### src/cbs_pkg.sv
// Shared types, codes and widths for the checkerboard swap sampler.
package cbs_pkg;

  // Default sizes of the row store
  localparam int DEF_MAX_ROWS = 64;
  localparam int DEF_MAX_COLS = 64;

  // Field widths of the request and the result
  localparam int MODE_W      = 2;
  localparam int IDX_W       = 6;
  localparam int STATUS_W    = 3;
  localparam int CFG_W       = 7;
  localparam int CFG_IDX_W   = 2;
  localparam int IN_TDATA_W  = 32;
  localparam int OUT_TDATA_W = 8;

  // Reset values of the configuration registers
  localparam logic [CFG_W-1:0] ROWS_RESET = 7'd64;
  localparam logic [CFG_W-1:0] COLS_RESET = 7'd64;

  // Configuration register indexes
  localparam logic [CFG_IDX_W-1:0] REG_ROWS_IN_USE = 2'd0;
  localparam logic [CFG_IDX_W-1:0] REG_COLS_IN_USE = 2'd1;

  // Request modes
  localparam logic [MODE_W-1:0] MODE_WRITE = 2'd0;
  localparam logic [MODE_W-1:0] MODE_READ  = 2'd1;
  localparam logic [MODE_W-1:0] MODE_SWAP  = 2'd2;

  // Result status codes
  localparam logic [STATUS_W-1:0] ST_OK      = 3'd0;
  localparam logic [STATUS_W-1:0] ST_SAME    = 3'd1;
  localparam logic [STATUS_W-1:0] ST_FIXED   = 3'd2;
  localparam logic [STATUS_W-1:0] ST_NOCHECK = 3'd3;
  localparam logic [STATUS_W-1:0] ST_RANGE   = 3'd4;

  // Commands from the controller to the datapath
  typedef struct packed {
    logic clear;       // write zeros at the sweep address
    logic capture;     // take the incoming request
    logic rd_from_in;  // read addresses come from the incoming request
    logic finish;      // commit the result and the first row write
    logic write_b;     // write the second row of a swap
  } cbs_cmd_t;

  // Status from the datapath to the controller
  typedef struct packed {
    logic clear_done;  // sweep is at the last row
    logic out_free;    // the result register can take a new result
    logic need_b;      // the current swap writes a second row
  } cbs_stat_t;

endpackage

### src/cbs_ctrl.sv
// Controller state machine of the checkerboard swap sampler.
module cbs_ctrl (
  input  logic               clk,
  input  logic               rst,
  input  logic               in_valid,
  output logic               in_ready,
  output cbs_pkg::cbs_cmd_t  cmd,
  input  cbs_pkg::cbs_stat_t stat
);

  import cbs_pkg::*;

  localparam logic [1:0] S_CLEAR = 2'd0;
  localparam logic [1:0] S_IDLE  = 2'd1;
  localparam logic [1:0] S_EVAL  = 2'd2;
  localparam logic [1:0] S_WRB   = 2'd3;

  logic [1:0] state;
  logic [1:0] state_next;

  // State register; reset starts the clearing sweep.
  always_ff @(posedge clk) begin
    if (rst) begin
      state <= S_CLEAR;
    end else begin
      state <= state_next;
    end
  end

  assign in_ready = (state == S_IDLE);

  // Next state and commands
  always_comb begin
    cmd        = '0;
    state_next = state;
    unique case (state)
      S_CLEAR: begin
        cmd.clear = 1'b1;
        if (stat.clear_done) begin
          state_next = S_IDLE;
        end
      end
      S_IDLE: begin
        cmd.rd_from_in = 1'b1;
        if (in_valid) begin
          cmd.capture = 1'b1;
          state_next  = S_EVAL;
        end
      end
      S_EVAL: begin
        if (stat.out_free) begin
          cmd.finish = 1'b1;
          state_next = stat.need_b ? S_WRB : S_IDLE;
        end
      end
      S_WRB: begin
        cmd.write_b = 1'b1;
        state_next  = S_IDLE;
      end
      default: begin
        state_next = S_IDLE;
      end
    endcase
  end

endmodule

### config.mk
export PLATFORM = sky130hd
export DESIGN_NAME = cbs_ctrl
export DESIGN_NICKNAME = d
export VERILOG_FILES = /design/src/cbs_pkg.sv /design/src/cbs_ctrl.sv
export SDC_FILE = /design/constraint.sdc
export NUM_CORES = 1
export LEC_CHECK = 0
export BUFFER_PORTS_ARGS = -buffer_cell sky130_fd_sc_hd__buf_2
export CAP_MARGIN = 10
export CORE_AREA = 2 2 39 41
export DETAILED_ROUTE_END_ITERATION = 8
export DIE_AREA = 0 0 41 43
export PLACE_DENSITY = 0.43
export SKIP_CTS_REPAIR_TIMING = 1
export SYNTH_ARGS = -nofsm -noshare
export SYNTH_HDL_FRONTEND = slang
export SYNTH_SLANG_ARGS = --single-unit
### constraint.sdc
create_clock -name clk -period 2.2 [get_ports clk]
set_clock_uncertainty 0.15 [all_clocks]
set_input_delay 0.11 -clock clk [delete_from_list [all_inputs] [get_ports clk]]
set_output_delay 0.11 -clock clk [all_outputs]
set_load 0.005 [all_outputs]
==> out/metrics.csv, run 1 <==
metric,value,unit
outcome,finished clean,
Pre-antenna DRT Iters,4,
Fin. Hold Viols,0,
TNS Setup,0,ns
Pwr Total,243,uW
cts bufs inserted,3,
Worst Path Required,2.15,ns
Critical Path End Type,register,
Yosys Warn Count,0,
first-pass GRT wire length,586,um
Initial Utilization,0.146,
max_cap viols,0,
total gr overflow,0,
nets,49,
routed via count,190,
total wire length,408,um
post-synth cell types,13,
GRT Util Overall,0.0561,
Area growth syn-to-layout,44.7,%
Simple-Gate Fraction of Synth Area,0.180,
Top Ports,12,
Final Slew Violations,0,
number of global-route vias before repair,160,
Num Clock Sinks,2,
clock slew at reported path FFs,0.03,ns
largest family of logic cells by synthesized area,adder cells,
Final Cycle Share,0.832,
Post-Syn Nets,34,
Post-route DRC,0,
CTS Buffer Depth,2,
post-synthesis cell area,201,um2
Slew @ Worst Pin,0.477,ns
leakage power,0.000165,uW
die height,43,um
Mapped Cells,23,
row count,14,
max FFs per register,2,
"Core Util, Final",0.211,
fmax,0.547,GHz
complex-gate fraction of the synthesized area,0.0745,
worst-path maximum fanout,4,
antenna diode count,0,
I/O Buffers,11,
Post-DRT Antenna Nets,0,
setup violators final,0,
RSZ-0062 raised after global routing,false,
Die X,41,um
post-synthesis xor/xnor area fraction,0,
slew margin rel.,0.682,
initial drt markers,1,
Die Footprint,0.00176,mm2
initial antenna violation count,0,
gpl congestion,0.702,
maximum VDD drop,0.278,mV
minimum clock period,1.83,ns
share of cells above drive strength 1,0.444,
CTS tree,done,
power density over cell area,832,mW/mm2
CTS root buf,clkbuf_4,
Synth Area per Inst,8.76,um2
Startpoint Class,register,
Skew-Pair Late Insertion Delay,0.22,ns
sequential area share after synthesis,0.199,
fill count,160,
core area,0.00138,mm2
worst setup path class,register to register,
Worst EP arrival,1.78,ns
maximum number of pins on one net before global-route repair,5,
most flop-heavy register,state,
"FF+latch count, synth",2,
Hold Path Class,input port to register,
H-Tree Level Count,1,
Synth Area in Adders,0.311,
DP HPWL,344,um
biggest regs,state: 2 flops,
Via density,3.65,
wire length per cell,7.85,um
mux cell area share after synthesis,0.106,
## final cells by class
cell class	count	area (um2)	area share
repair buffers	11	55.1	0.189
clock buffers	3	22.5	0.0773
well taps	16	20.0	0.0687
inverters	5	18.8	0.0644
flip-flops and latches	2	40.0	0.137
multi-input cells	15	135	0.464
## cells in the final DEF (no fill, tap or decap), drive strengths merged
cell type   n
a222oi      1
ha          5
or3b        1
dfxtp       2
a21oi       1
nand2b      1
mux2i       1
mux2        1
buf        11
and2        2
clkbuf      3
nor2        2
inv         5
## cell usage after synthesis, drive strengths merged
cell type  number  area, um2
or3b            1       8.76
a21oi           1       5.00
mux2            1       11.3
mux2i           1       10.0
nor2            2       7.51
buf             1       7.51
dfxtp           2       40.0
a222oi          1       10.0
and2            2       13.8
nand2b          1       6.26
inv             5       18.8
ha              5       62.6
## metal layers
layer,wire (um),GRT usage,up-vias
met2,163,0.0656,11
met5,0,0,-
li1,-,-,99
met3,51,0.0471,0
met1,193,0.0543,80
met4,0,0.0600,0
## worst paths after layout
kind              startpoint  endpoint  slack [ns]  cells past startpoint
hold / removal           rst  state[1]        0.05                      3
hold reg to reg     state[1]  state[1]        0.36                      2
setup / recovery    state[0]  state[0]        0.37                      4
setup reg to reg    state[0]  state[0]        0.37                      4
## critical path, cell delays in order (launching register included)
cell	delay, ns
dfxtp_1	0.37
inv_1	0.10
ha_1	0.23
a222oi_1	0.50
mux2_1	0.36
## metrics by stage
stage	worst slack (ns)	cell area, um2	cells	hold slack (ns)
global route	0.270	292	52	0.0550
finish	0.371	292	52	0.0508
CTS	0.347	292	52	0.0436
detailed placement	0.350	269	49	0.284
floorplan	0.498	201	23	0.140
global placement	0.368	269	49	0.287
## logic make-up after synthesis
kind of cell,after synthesis
adders and majority gates,5
buffers and inverters,6
AOI/OAI and AO/OA,2
and+or+nand+nor,6
DFF,2
muxes,2
## report_power, final
| part | leakage, uW | internal, uW | switching [uW] | total, uW |
|---|---|---|---|---|
| sequential | 0.0000164 | 45.8 | 10.0 | 55.8 |
| clock | 0.0000138 | 60.1 | 20.3 | 80.4 |
| combinational | 0.000134 | 56.6 | 49.9 | 106 |
| total | 0.000165 | 163 | 80.2 | 243 |
Power figures use the tool's default switching activity.
==> run 2, diff against run 1 <==
--- a/config.mk
+++ b/config.mk
@@ -5,12 +5,13 @@
 export SDC_FILE = /design/constraint.sdc
 export NUM_CORES = 1
 export LEC_CHECK = 0
+export ABC_AREA = 1
 export BUFFER_PORTS_ARGS = -buffer_cell sky130_fd_sc_hd__buf_2
 export CAP_MARGIN = 10
 export CORE_AREA = 2 2 39 41
 export DETAILED_ROUTE_END_ITERATION = 8
 export DIE_AREA = 0 0 41 43
-export PLACE_DENSITY = 0.43
+export PLACE_DENSITY = 0.46
 export SKIP_CTS_REPAIR_TIMING = 1
 export SYNTH_ARGS = -nofsm -noshare
 export SYNTH_HDL_FRONTEND = slang
==> constraint.sdc (replaced) <==
create_clock -name clk -period 1.45 [get_ports clk]
set_clock_uncertainty 0.15 [all_clocks]
set_input_delay 0.0725 -clock clk [delete_from_list [all_inputs] [get_ports clk]]
set_output_delay 0.0725 -clock clk [all_outputs]
set_load 0.005 [all_outputs]
==> run 2 against run 1 <==
Effect of this change: synthesized area rose by 8.7%; clock power up 49%; highest routed layer unchanged; synthesized cell count rose by 43%; utilization up 2.0 points; register-to-register slack got worse by 0.23 ns; sequential share of layout area is 1.2 points lower; first-iteration DRC count increased to 5.0 times the previous value; worst setup slack got worse by 0.26 ns; non-clock buffer count is 1 higher; via count grew 11%; sequential power up 94%; die area unchanged.
==> out/metrics.csv, run 2 <==
metric,value,unit,change
CTS tree,done,,
Initial Utilization,0.158,,+0.0127
total gr overflow,0,,unchanged
Final Cycle Share,0.925,,
nets,60,,+22%
Die Footprint,0.00176,mm2,unchanged
biggest regs,state: 2 flops,,
Hold Path Class,input port to register,,
power density over cell area,1750,mW/mm2,+110%
Area contributors post-synth,"ha_1 29%, dfxtp_1 18%, inv_1 15%, nand2_1 14%, nor2_1 6.9%",,
synth cell count leaders,"9 x inv_1, 8 x nand2_1, 5 x ha_1, 4 x nor2_1",,
maximum number of pins on one net before global-route repair,5,,unchanged
max FFs per register,2,,unchanged
Logic pwr share,0.590,,+0.151
Post-Syn Nets,44,,+29%
slew margin rel.,0.896,,+0.214
antenna diode count,0,,unchanged
H-Tree Level Count,1,,unchanged
max_cap viols,0,,unchanged
post-synthesis cell area,219,um2,+8.7%
Die X,41,um,unchanged
CTS Buffer Depth,2,,unchanged
Mapped Cells,33,,+43%
share of cells above drive strength 1,0.362,,-0.0827
sequential area share after synthesis,0.183,,-0.0159
number of enable flip-flop cells after synthesis,0,,unchanged
GRT Util Overall,0.0491,,-0.00701
Num Clock Sinks,2,,unchanged
gpl congestion,0.683,,-2.7%
row count,14,,unchanged
Final Slew Violations,0,,unchanged
outcome,finished clean,,
initial antenna violation count,0,,unchanged
DP HPWL,332,um,-3.4%
most flop-heavy register,state,,
Top Ports,12,,unchanged
wire length per cell,6.24,um,-20%
core area,0.00138,mm2,unchanged
post-synth cell types,9,,-4
Skew-Pair Late Insertion Delay,0.22,ns,about the same
routed via count,210,,+11%
ys async rst share,0,,unchanged
worst-path maximum fanout,4,,unchanged
Via density,3.33,,-8.8%
fmax,0.746,GHz,
Pre-antenna DRT Iters,4,,unchanged
initial drt markers,5,,+4
Slew @ Worst Pin,0.154,ns,-0.323 ns
total wire length,393,um,-3.7%
Worst EP arrival,1.12,ns,-0.66 ns
post-synth top area cell,ha_1,,
Fin. Hold Viols,0,,unchanged
CTS root buf,clkbuf_4,,
minimum clock period,1.34,ns,
Critical Path End Type,primary output,,
Yosys Warn Count,0,,unchanged
Finished Cell Area,319,um2,+9.4%
number of global-route vias before repair,155,,-3.1%
RSZ-0062 raised after global routing,false,,
Post-route DRC,0,,unchanged
setup violators final,0,,unchanged
cts bufs inserted,3,,unchanged
Worst Path Required,1.23,ns,-0.92 ns
clock slew at reported path FFs,0.03,ns,about the same
sw frac,0.420,,+0.0896
maximum VDD drop,0.481,mV,+73%
dpl cell area,287,um2,+6.5%
Net Sw Power,234,uW,+190%
leakage power,0.000207,uW,+26%
die height,43,um,unchanged
Synth top area share,0.286,,-0.0248
"commonest non-fill, non-tap cell in the layout",buf_2,,
most frequent cells in the layout,"11 x buf_2, 9 x inv_1, 8 x nand2_1",,
most frequent cell after synthesis,inv_1,,
Seq pwr share,0.194,,-0.036
Area growth syn-to-layout,45.7,%,
Synth Area per Inst,6.64,um2,-24%
Startpoint Class,register,,
I/O Buffers,11,,unchanged
"FF+latch count, synth",2,,unchanged
first-pass GRT wire length,545,um,-7.0%
internal power,323,uW,+99%
Clk pwr share,0.216,,-0.115
worst setup path class,register to primary output,,
TNS Setup,0,ns,unchanged
Post-DRT Antenna Nets,0,,unchanged
dominant synthesized flop cell,dfxtp_1,,
-- run 2: logic make-up after synthesis --
logic type               Yosys count  synth area share
buffers and inverters             10             0.189
AND/OR/NAND/NOR                   15             0.309
AO/OA/AOI/OAI                      1            0.0343
flip-flops                         2             0.183
adder cells (fa/ha/maj)            5             0.286
-- run 2: worst max-delay path, stage by stage (launching register included) --
cell and delay [ns]:
dfxtp_1 0.37, inv_1 0.09, ha_1 0.23, nand2_1 0.07, inv_1 0.03, buf_2 0.11
-- run 2: cell type report --
type / instances / area (um2)
Clock buffer: 3 / 22.5
Fill cell: 161 / 1060
Inverter: 9 / 33.8
Multi-Input combinational cell: 21 / 138
Sequential cell: 2 / 40.0
Tap cell: 16 / 20.0
Timing Repair Buffer: 12 / 65.1
-- run 2: power by group through the flow --
stage | clock network, uW | registers (uW) | logic, uW
after detailed placement | 0 | 111 | 332
after global routing | 130 | 114 | 385
after global placement | 0 | 108 | 331
after floorplan | 0 | 104 | 249
final | 120 | 108 | 329
after CTS | 130 | 109 | 334
-- run 2: metal layers --
layer | global-route usage | vias up | routed length [um]
met2 | 0.0656 | 10 | 173
met5 | 0 | - | 0
li1 | - | 121 | -
met1 | 0.0511 | 79 | 178
met3 | 0.0314 | 0 | 40
met4 | 0.0400 | 0 | 0
-- run 2: path summary, 6_finish.rpt --
check / startpoint / endpoint / slack (ns) / cells past startpoint
min reg2reg: state[0] / state[0] / 0.48 / 4
max reg2reg: state[0] / state[1] / 0.14 / 6
max: state[0] / cmd[1] / 0.11 / 5
min: stat[0] / state[1] / 0.11 / 5
-- run 2: per-stage QoR --
step	setup slack, ns	util	power, uW	cells	hold slack, ns
floorplan	0.231	-	352	33	0.0671
global placement	0.164	0.207	439	59	0.177
detailed placement	0.115	0.207	443	59	0.167
CTS	0.0826	0.223	573	62	-0.0744
global route	0.00601	0.231	629	63	0.176
finish	0.109	0.231	557	63	0.110
==> run 3, diff against run 2 <==
--- a/config.mk
+++ b/config.mk
@@ -11,7 +11,6 @@
 export CORE_AREA = 2 2 39 41
 export DETAILED_ROUTE_END_ITERATION = 8
 export DIE_AREA = 0 0 41 43
-export PLACE_DENSITY = 0.46
 export SKIP_CTS_REPAIR_TIMING = 1
 export SYNTH_ARGS = -nofsm -noshare
 export SYNTH_HDL_FRONTEND = slang
==> run 3 against run 2 <==
Effect of this change: via count rose by 4.3%; sequential cell count unchanged; worst hold slack worse by 0.035 ns; critical endpoint unchanged; worst setup slack lost 0.012 ns; sequential power hardly changed; non-clock buffer count did not move; largest power group unchanged; global-route usage is 1.2 points higher.
==> out/metrics.csv, run 3 (synthesized netlist as in run 2, its figures left out) <==
metric,value,unit,change
most frequent cells in the layout,"11 x buf_2, 9 x inv_1, 8 x nand2_1",,
DP HPWL,344,um,+3.6%
max_cap viols,0,,unchanged
Worst path slowest cell,dfxtp_1,,
CTS tree,done,,
Via density,3.48,,+4.3%
Area growth syn-to-layout,45.7,%,unchanged
Final Slew Violations,0,,unchanged
met1 usage,0.0450,,-0.00610
Hold Path End,state[1],,
Die Footprint,0.00176,mm2,unchanged
initial drt markers,2,,-3
maximum VDD drop,0.343,mV,-29%
outcome,finished clean,,
total wire length,433,um,+10%
core area,0.00138,mm2,unchanged
Most Crowded Layer GR,met4,,
max FFs per register,2,,unchanged
Die X,41,um,unchanged
Skew-Pair Late Insertion Delay,0.23,ns,about the same
Critical Path End Type,primary output,,
routed via count,219,,+4.3%
footprint of the multi-input gates,138,um2,unchanged
slew margin rel.,0.904,,+0.00738
internal power,323,uW,about the same
initial antenna violation count,0,,unchanged
Net Sw Power,234,uW,+0.14%
hold path startpoint,stat[0],,
CP Cell Sequence,inv_1 > ha_1 > nand2_1 > inv_1 > buf_2,,
Initial Utilization,0.158,,unchanged
GRT met2 Usage,0.0813,,+0.0156
CTS Buffer Depth,2,,unchanged
H-Tree Level Count,1,,unchanged
Final Cycle Share,0.934,,+0.00861
total gr overflow,0,,unchanged
"commonest non-fill, non-tap cell in the layout",buf_2,,
worst reg2reg path depth,6,,unchanged
fmax,0.739,GHz,-0.92%
Post-route DRC,0,,unchanged
Clk pwr share,0.226,,+0.010
biggest regs,state: 2 flops,,
Worst R2R Start,state[0],,
Logic pwr share,0.583,,-0.007
most flop-heavy register,state,,
hold path cells,5,,unchanged
maximum number of pins on one net before global-route repair,5,,unchanged
CP Buf/Inv Count,3,,unchanged
Fin. Hold Viols,0,,unchanged
clock slew at reported path FFs,0.03,ns,about the same
GRT Util Overall,0.0612,,+0.0121
FF/Latch Area,40.0,um2,unchanged
Worst Path Required,1.23,ns,about the same
nets,60,,unchanged
worst-path maximum fanout,4,,unchanged
number of global-route vias before repair,192,,+24%
sw frac,0.420,,about the same
minimum clock period,1.35,ns,+0.0125 ns
Worst path top cell family by delay,flip-flops,,
Post-DRT Antenna Nets,0,,unchanged
worst setup path class,register to primary output,,
first-pass GRT wire length,614,um,+13%
Startpoint Class,register,,
gpl congestion,0.686,,+0.45%
leakage power,0.000207,uW,unchanged
I/O Buffers,11,,unchanged
GRT met3 Usage,0.0314,,unchanged
row count,14,,unchanged
wire length per cell,6.87,um,+10%
share of cells above drive strength 1,0.362,,unchanged
dpl cell area,287,um2,unchanged
RSZ-0062 raised after global routing,false,,
R2R Path End,state[1],,
TNS Setup,0,ns,unchanged
Pre-antenna DRT Iters,2,,-2
die height,43,um,unchanged
antenna diode count,0,,unchanged
fill count,164,,+1.9%
power density over cell area,1750,mW/mm2,about the same
Slew @ Worst Pin,0.143,ns,-0.0110 ns
r2r setup slk,0.16,ns,+0.02 ns
Seq pwr share,0.191,,-0.003
Worst EP arrival,1.13,ns,about the same
cts bufs inserted,3,,unchanged
Crit path largest cell delay,0.36,ns,about the same
CTS root buf,clkbuf_4,,
CP most frequent cell,inv_1,,
Num Clock Sinks,2,,unchanged
Hold Path Class,input port to register,,
setup violators final,0,,unchanged
Finished Cell Area,319,um2,unchanged
Top Ports,12,,unchanged
## run 3: cell counts in the layout (fill, tap and decap cells not counted)
Identical to the previous run, type by type.
## run 3: how the worst max path moves through the flow
stage | startpoint | slack (ns) | cells after the start | end
3_5_place_dp | state[0] | 0.14 | 6 | state[1]
6_report | state[0] | 0.1 | 5 | cmd[1]
4_1_cts | state[0] | 0.08 | 5 | cmd[1]
5_1_grt | state[0] | 0.004 | 5 | cmd[1]
2_1_floorplan | state[0] | 0.23 | 6 | state[1]
3_3_place_gp | state[0] | 0.16 | 6 | state[0]
## run 3: layout make-up
type | instances | share of cell area
multi-input cells | 21 | 0.431
repair buffers | 12 | 0.204
flip-flops and latches | 2 | 0.125
inverters | 9 | 0.106
clock buffers | 3 | 0.0706
well taps | 16 | 0.0627
## run 3: through the flow
stage | worst slack (ns) | power, uW | hold slack (ns) | std cells | util
after CTS | 0.0782 | 572 | -0.0609 | 62 | 0.223
final | 0.0963 | 558 | 0.0752 | 63 | 0.231
after floorplan | 0.231 | 352 | 0.0671 | 33 | -
after detailed placement | 0.143 | 441 | 0.178 | 59 | 0.207
after global routing | 0.00357 | 626 | 0.128 | 63 | 0.231
after global placement | 0.157 | 434 | 0.175 | 59 | 0.207
## run 3: power groups by stage
stage | Sequential (uW) | Combinational, uW | Clock [uW]
2_1_floorplan | 104 | 249 | 0
3_3_place_gp | 108 | 326 | 0
3_5_place_dp | 108 | 332 | 0
4_1_cts | 107 | 333 | 131
5_1_grt | 110 | 386 | 131
6_report | 107 | 325 | 126
## run 3: worst reg2reg max path, cell delays in order (launching register included)
cell     delay (ns)
dfxtp_1        0.36
inv_1          0.10
ha_1           0.23
nand2_1        0.09
nand3_2        0.10
nor2_1         0.11
nor2_1         0.05
## run 3: layer usage
| layer | share of wire | vias up |
|---|---|---|
| li1 | - | 120 |
| met1 | 0.41 | 84 |
| met2 | 0.42 | 11 |
| met3 | 0.10 | 4 |
| met4 | 0.067 | 0 |
| met5 | 0 | - |
